--- src/rtl/fvn_pkg.sv ---
package fvn_pkg;

  localparam int COORD_WIDTH  = 12;
  localparam int FRAC_BITS    = 16;
  localparam int LATTICE_BITS = 24;
  localparam int OUT_BITS     = 16;
  localparam int SEED_WIDTH   = 32;
  localparam int GRAIN_WIDTH  = 8;
  localparam int OCTAVES      = 3;
  localparam int NUM_WIDTH    = COORD_WIDTH + OCTAVES - 1;
  localparam int CFG_WIDTH    = 32;
  localparam int CFG_IDX_W    = 1;
  localparam int FW           = FRAC_BITS;
  localparam int LW           = LATTICE_BITS;

  localparam logic [31:0] HASH_MUL_X   = 32'd374761393;
  localparam logic [31:0] HASH_MUL_Y   = 32'd668265263;
  localparam logic [31:0] HASH_MUL_MIX = 32'd1274126177;

  localparam logic [CFG_IDX_W-1:0] REG_SEED  = 1'd0;
  localparam logic [CFG_IDX_W-1:0] REG_GRAIN = 1'd1;

  localparam int DIV_STEPS = NUM_WIDTH + FRAC_BITS;

endpackage

--- src/rtl/fvn_div.sv ---
// restoring divider, one quotient bit per stage: {num, FRAC zeros} / g
module fvn_div
  import fvn_pkg::*;
(
  input  logic                   clk,
  input  logic                   en,
  input  logic [NUM_WIDTH-1:0]   num,
  input  logic [GRAIN_WIDTH-1:0] den,
  output logic [NUM_WIDTH-1:0]   quot,
  output logic [FRAC_BITS-1:0]   frac
);

  logic [GRAIN_WIDTH-1:0] rem [DIV_STEPS];
  logic [DIV_STEPS-1:0]   dvd [DIV_STEPS];
  logic [DIV_STEPS-1:0]   quo [DIV_STEPS];
  logic [GRAIN_WIDTH-1:0] dsr [DIV_STEPS];

  for (genvar i = 0; i < DIV_STEPS; i++) begin : g_step
    logic [GRAIN_WIDTH-1:0] rem_in;
    logic [GRAIN_WIDTH-1:0] dsr_in;
    logic [DIV_STEPS-1:0]   dvd_in;
    logic [DIV_STEPS-1:0]   quo_in;
    logic [GRAIN_WIDTH:0]   trial;
    logic [GRAIN_WIDTH:0]   diff;
    if (i == 0) begin : g_first
      assign rem_in = '0;
      assign dvd_in = {num, {FRAC_BITS{1'b0}}};
      assign quo_in = '0;
      assign dsr_in = den;
    end else begin : g_next
      assign rem_in = rem[i-1];
      assign dvd_in = dvd[i-1];
      assign quo_in = quo[i-1];
      assign dsr_in = dsr[i-1];
    end
    assign trial = {rem_in, dvd_in[DIV_STEPS-1]};
    assign diff  = trial - {1'b0, dsr_in};
    always_ff @(posedge clk) begin
      if (en) begin
        dsr[i] <= dsr_in;
        dvd[i] <= {dvd_in[DIV_STEPS-2:0], 1'b0};
        if (!diff[GRAIN_WIDTH]) begin
          rem[i] <= diff[GRAIN_WIDTH-1:0];
          quo[i] <= {quo_in[DIV_STEPS-2:0], 1'b1};
        end else begin
          rem[i] <= trial[GRAIN_WIDTH-1:0];
          quo[i] <= {quo_in[DIV_STEPS-2:0], 1'b0};
        end
      end
    end
  end

  assign quot = quo[DIV_STEPS-1][DIV_STEPS-1:FRAC_BITS];
  assign frac = quo[DIV_STEPS-1][FRAC_BITS-1:0];

endmodule

--- config.mk ---
export PLATFORM = sky130hd
export DESIGN_NAME = fvn_div
export DESIGN_NICKNAME = d
export VERILOG_FILES = /design/src/rtl/fvn_pkg.sv /design/src/rtl/fvn_div.sv
export SDC_FILE = /design/constraint.sdc
export NUM_CORES = 1
export LEC_CHECK = 0
export BUFFER_PORTS_ARGS = -buffer_cell sky130_fd_sc_hd__buf_4
export CORE_UTILIZATION = 25
export CTS_BUF_LIST = sky130_fd_sc_hd__clkbuf_2 sky130_fd_sc_hd__clkbuf_4 sky130_fd_sc_hd__clkbuf_8
export DETAILED_ROUTE_END_ITERATION = 12
export GPL_TIMING_DRIVEN = 1
export PLACE_DENSITY_LB_ADDON = 0.08
export SLEW_MARGIN = 20
export SYNTH_ARGS = -nofsm -noshare
export SYNTH_HDL_FRONTEND = slang
export SYNTH_SLANG_ARGS = --single-unit
--- constraint.sdc ---
create_clock -name clk -period 3.1 [get_ports clk]
set_clock_uncertainty 0.15 [all_clocks]
set_input_delay 0.775 -clock clk [delete_from_list [all_inputs] [get_ports clk]]
set_output_delay 0.775 -clock clk [all_outputs]
set_load 0.02 [all_outputs]
Word-level counts from Yosys, hierarchy flattened. Memory sizes are Yosys's and may differ from the RTL's. Index checks and enable logic that the tools add are counted. Widths: inputs -> output; s select.

Register bits: 0. Logic and storage cells: 336. RAM bits: 2250. Memories kept: 4.

Bitwise logic cells: 60. Muxes and demuxes: 242. Add/subtract/negate cells: 30.

Memory list: quo (depth 30, width 30, read ports 30, clocked after Yosys merged registers in 0, write ports 30, RTL line fvn_div.sv:15) `logic [DIV_STEPS-1:0] quo [DIV_STEPS];`; dvd (depth 30, width 29, read ports 29, clocked after Yosys merged registers in 0, write ports 30, RTL line fvn_div.sv:14) `logic [DIV_STEPS-1:0] dvd [DIV_STEPS];`; dsr (depth 30, width 8, read ports 29, clocked after Yosys merged registers in 0, write ports 30, RTL line fvn_div.sv:16) `logic [GRAIN_WIDTH-1:0] dsr [DIV_STEPS];`; rem (depth 30, width 8, read ports 29, clocked after Yosys merged registers in 0, write ports 30, RTL line fvn_div.sv:13) `logic [GRAIN_WIDTH-1:0] rem [DIV_STEPS];`.

Operator list (count): $mux 30 (30); $sub 9x8->9 (29); $mux 8 (30); $mux 1 (182); $or 1x1->1 (60); $sub 1x8->9 (1).

Longest topological paths before layout. An unclocked memory read counts as a cell.

Depth in word-level cells: 6. Mapped depth: 10. Depth with buffers taken out: 10.

Worst setup path after synthesis. OpenSTA, ideal clock, no wires.

Kind: input to register. From: input port en. To: memory quo[1][360] (netlist bit) (enable). Setup slack: 0.359 ns. Arrival: 2.184 ns. Setup time: 0.407 ns. Required time: 2.543 ns. Stages: 3. Cells stage by stage: buf_2 buf_2 clkbuf_1.

RTL lines: from (decl) (RTL line fvn_div.sv:6) `input logic en,`; to (decl) (RTL line fvn_div.sv:15).

==> flow_metrics.env <==
export IMPL_synthArstFlopShare=0
export IMPL_dp_hpwl_um=54900
export IMPL_rsz0062_at_grt="no"
export IMPL_worstHoldEndpoint="rem[0][58]$_DFFE_PP_"
export IMPL_crit_buf_inv=0
export IMPL_portBuffers=53
export IMPL_ys_types=39
export IMPL_area_growth_pct=17.0
export IMPL_maxCapViolCount=0
export IMPL_avgRoutedWirePerCell_um=15.3
export IMPL_drive_above_1_share=0.201
export IMPL_clock_sinks=1020
export IMPL_reg2regPathDepth=6
export IMPL_required_ps=3570
export IMPL_cts_max_level=4
export IMPL_antenna_found_initial=5
export IMPL_irDropWorstVdd_mv=0.415
export IMPL_yosys_top_cells_area="edfxtp_1 (71%), ha_1 (6.3%), mux2_2 (5.1%)"
export IMPL_yosys_register_bits=1020
export IMPL_drtPass1Iterations=5
export IMPL_start_util=0.251
export IMPL_n_fill_cell=17163
export IMPL_clkTransAtPathRegs_ps=50
export IMPL_fin_cells=5378
export IMPL_hp_class="in2reg"
export IMPL_clk_latency_ps=890
export IMPL_drv_slew=0
export IMPL_avgSynthCellArea_sq_um=16.2
export IMPL_p_total_mw=43.4
export IMPL_critical_path_slowest_cell="fa_1"
export IMPL_cts_tree="done"
export IMPL_post_cts_buffers=0
export IMPL_p_leak_nw=19.1
export IMPL_setup_viol=0
export IMPL_cts_max_path_buffers=3
export IMPL_slew_headroom=0.398
export IMPL_cpLargestDelayFamily="compound AO/OA/AOI/OAI gates"
export IMPL_critical_path_endpoint_type="flop"
export IMPL_drt_antenna_violating_nets=0
export IMPL_worstSetupStartpointType="flop"
export IMPL_min_path_cells=1
export IMPL_die_area_sq_um=174000
export IMPL_grt_max_degree=148
export IMPL_die_height_um=417
export IMPL_die_x_um=417
export IMPL_synth_top_area_cell="edfxtp_1"
export IMPL_final_common_cell="edfxtp_1"
export IMPL_synth_nets=2926
export IMPL_min_period_ps=2900
export IMPL_num_rows=152
export IMPL_syn_area_sq_um=43100
export IMPL_ios=54
export IMPL_fin_nets=3198
export IMPL_cpPeakStageDelay_ps=510
export IMPL_synth_top_area_share=0.709
export IMPL_grt_use_total=0.0953
export IMPL_synth_edf_count=1019
export IMPL_postPlaceCellArea_sq_um=46800
export IMPL_hold_viol=0
export IMPL_grt_pass1_vias=23517
export IMPL_post_route_period_util=0.935
export IMPL_worst_pin_slew_ps=902
export IMPL_cts_buffers=187
export IMPL_power_density_nw_per_um2=860
export IMPL_setup_worst_path_start="rem[0][120]$_SDFFCE_PP0P_"
export IMPL_fin_area_sq_um=50500
export IMPL_fin_tns_setup_ps=0
export IMPL_drt_wl_total_um=82100
export IMPL_place_congestion=0.813
export IMPL_yosysWarnings=0
export IMPL_cts_resized=0
export IMPL_cts_root_buf="clkbuf_8"
export IMPL_timing_fmax_mhz=345
export IMPL_crit_arrival_ps=3370
export IMPL_netlist_instances=2656
export IMPL_path_class="reg2reg"
export IMPL_dp_cells=5027
export IMPL_core_sq_um=172000
export IMPL_drcViolationCount=0
export IMPL_r2r_setup_slack_ps=200
export IMPL_route_vias_total=21857
export IMPL_synthFlopType="edfxtp_1"
export IMPL_worstHoldStart="en"
export IMPL_drtIter0Drc=1044
export IMPL_mostFrequentLayoutCells="edfxtp_1 (1019), inv_1 (249), ha_1 (218), mux2_2 (194), clkbuf_8 (190)"
export IMPL_crit_path_cell_trace="fa_1 > a211oi_2 > nor3_1 > or3_1 > a21boi_4 > mux2_2"
export IMPL_r2r_end="rem[1][2]$_DFFE_PP_"
export IMPL_grt_pass1_wl_um=131000
export IMPL_path_max_fanout=9
export IMPL_avgViaCountPerCell=4.06
export IMPL_ys_seq_area_frac=0.710
export IMPL_grt_overflow=0
export IMPL_outcome="finished clean"
export IMPL_reg2reg_from="rem[0][120]$_SDFFCE_PP0P_"
## metal layers
metal,global-route usage,routed length (um)
met3,0.0253,3620
met1,0.122,38100
met2,0.151,37900
met4,0.0413,2390
met5,0,0
## through the flow
| stage | utilization | hold WS (ps) | setup slack (ps) |
|---|---|---|---|
| 2_1_floorplan | - | 250 | 359 |
| 5_1_grt | 0.294 | 31.2 | 61.7 |
| 4_1_cts | 0.294 | 5.37 | 190 |
| 6_report | 0.294 | 147 | 202 |
| 3_3_place_gp | 0.273 | 251 | 169 |
| 3_5_place_dp | 0.273 | 255 | 173 |
## flip-flops by register name, indices dropped and copies added, names as in the netlist
name  cells
dsr     232
dvd      91
quo     465
rem     232
## cell families after synthesis
kind of cell	Yosys count	synth area share
and+or+nand+nor	333	0.0436
adders and majority gates	246	0.0762
DFF	1020	0.710
muxes	237	0.0609
buffers and inverters	317	0.0278
xor gates and xnor gates	173	0.0351
AOI/OAI and AO/OA	330	0.0467
## synthesized netlist by cell type, drive strengths merged (40+ instances only)
master,number
xor2,88
a21oi,152
ha,218
nand3,65
xnor2,85
a21o,76
a31oi,55
mux2i,40
nand2,85
inv,276
edfxtp,1019
mux2,197
## worst max-delay path by stage
stage,to,slack [ps],cells past startpoint
final,rem[1][2]$_DFFE_PP_,200,6
after global routing,rem[1][2]$_DFFE_PP_,60,6
after CTS,rem[1][2]$_DFFE_PP_,190,6
after detailed placement,rem[1][26]$_DFFE_PP_,170,6
after global placement,rem[1][26]$_DFFE_PP_,170,6
after floorplan,quo[1][360]$_DFFE_PP_,360,3
## report_power, final
part           total (mW)  switching (mW)  internal [mW]
registers            19.6            1.23           18.3
clock network        12.2            5.63           6.60
logic                11.6            5.78           5.84
## area by class of cell
type	count	area, sq um	share of cell area
Inverter	276	1040	0.0205
Clock inverter	76	443	0.00877
Clock buffer	248	3050	0.0604
Antenna cell	5	12.5	0.000248
Multi-Input combinational cell	1319	11300	0.224
Tap cell	2310	2890	0.0572
Sequential cell	1020	30600	0.606
Timing Repair Buffer	124	1120	0.0222
## repair_timing
item / CTS / global route
setup endpoints to repair: 0 / 0
hold endpoints to repair: 25 / 0
hold buffers: 22 / 0
Power figures use the tool's default switching activity.
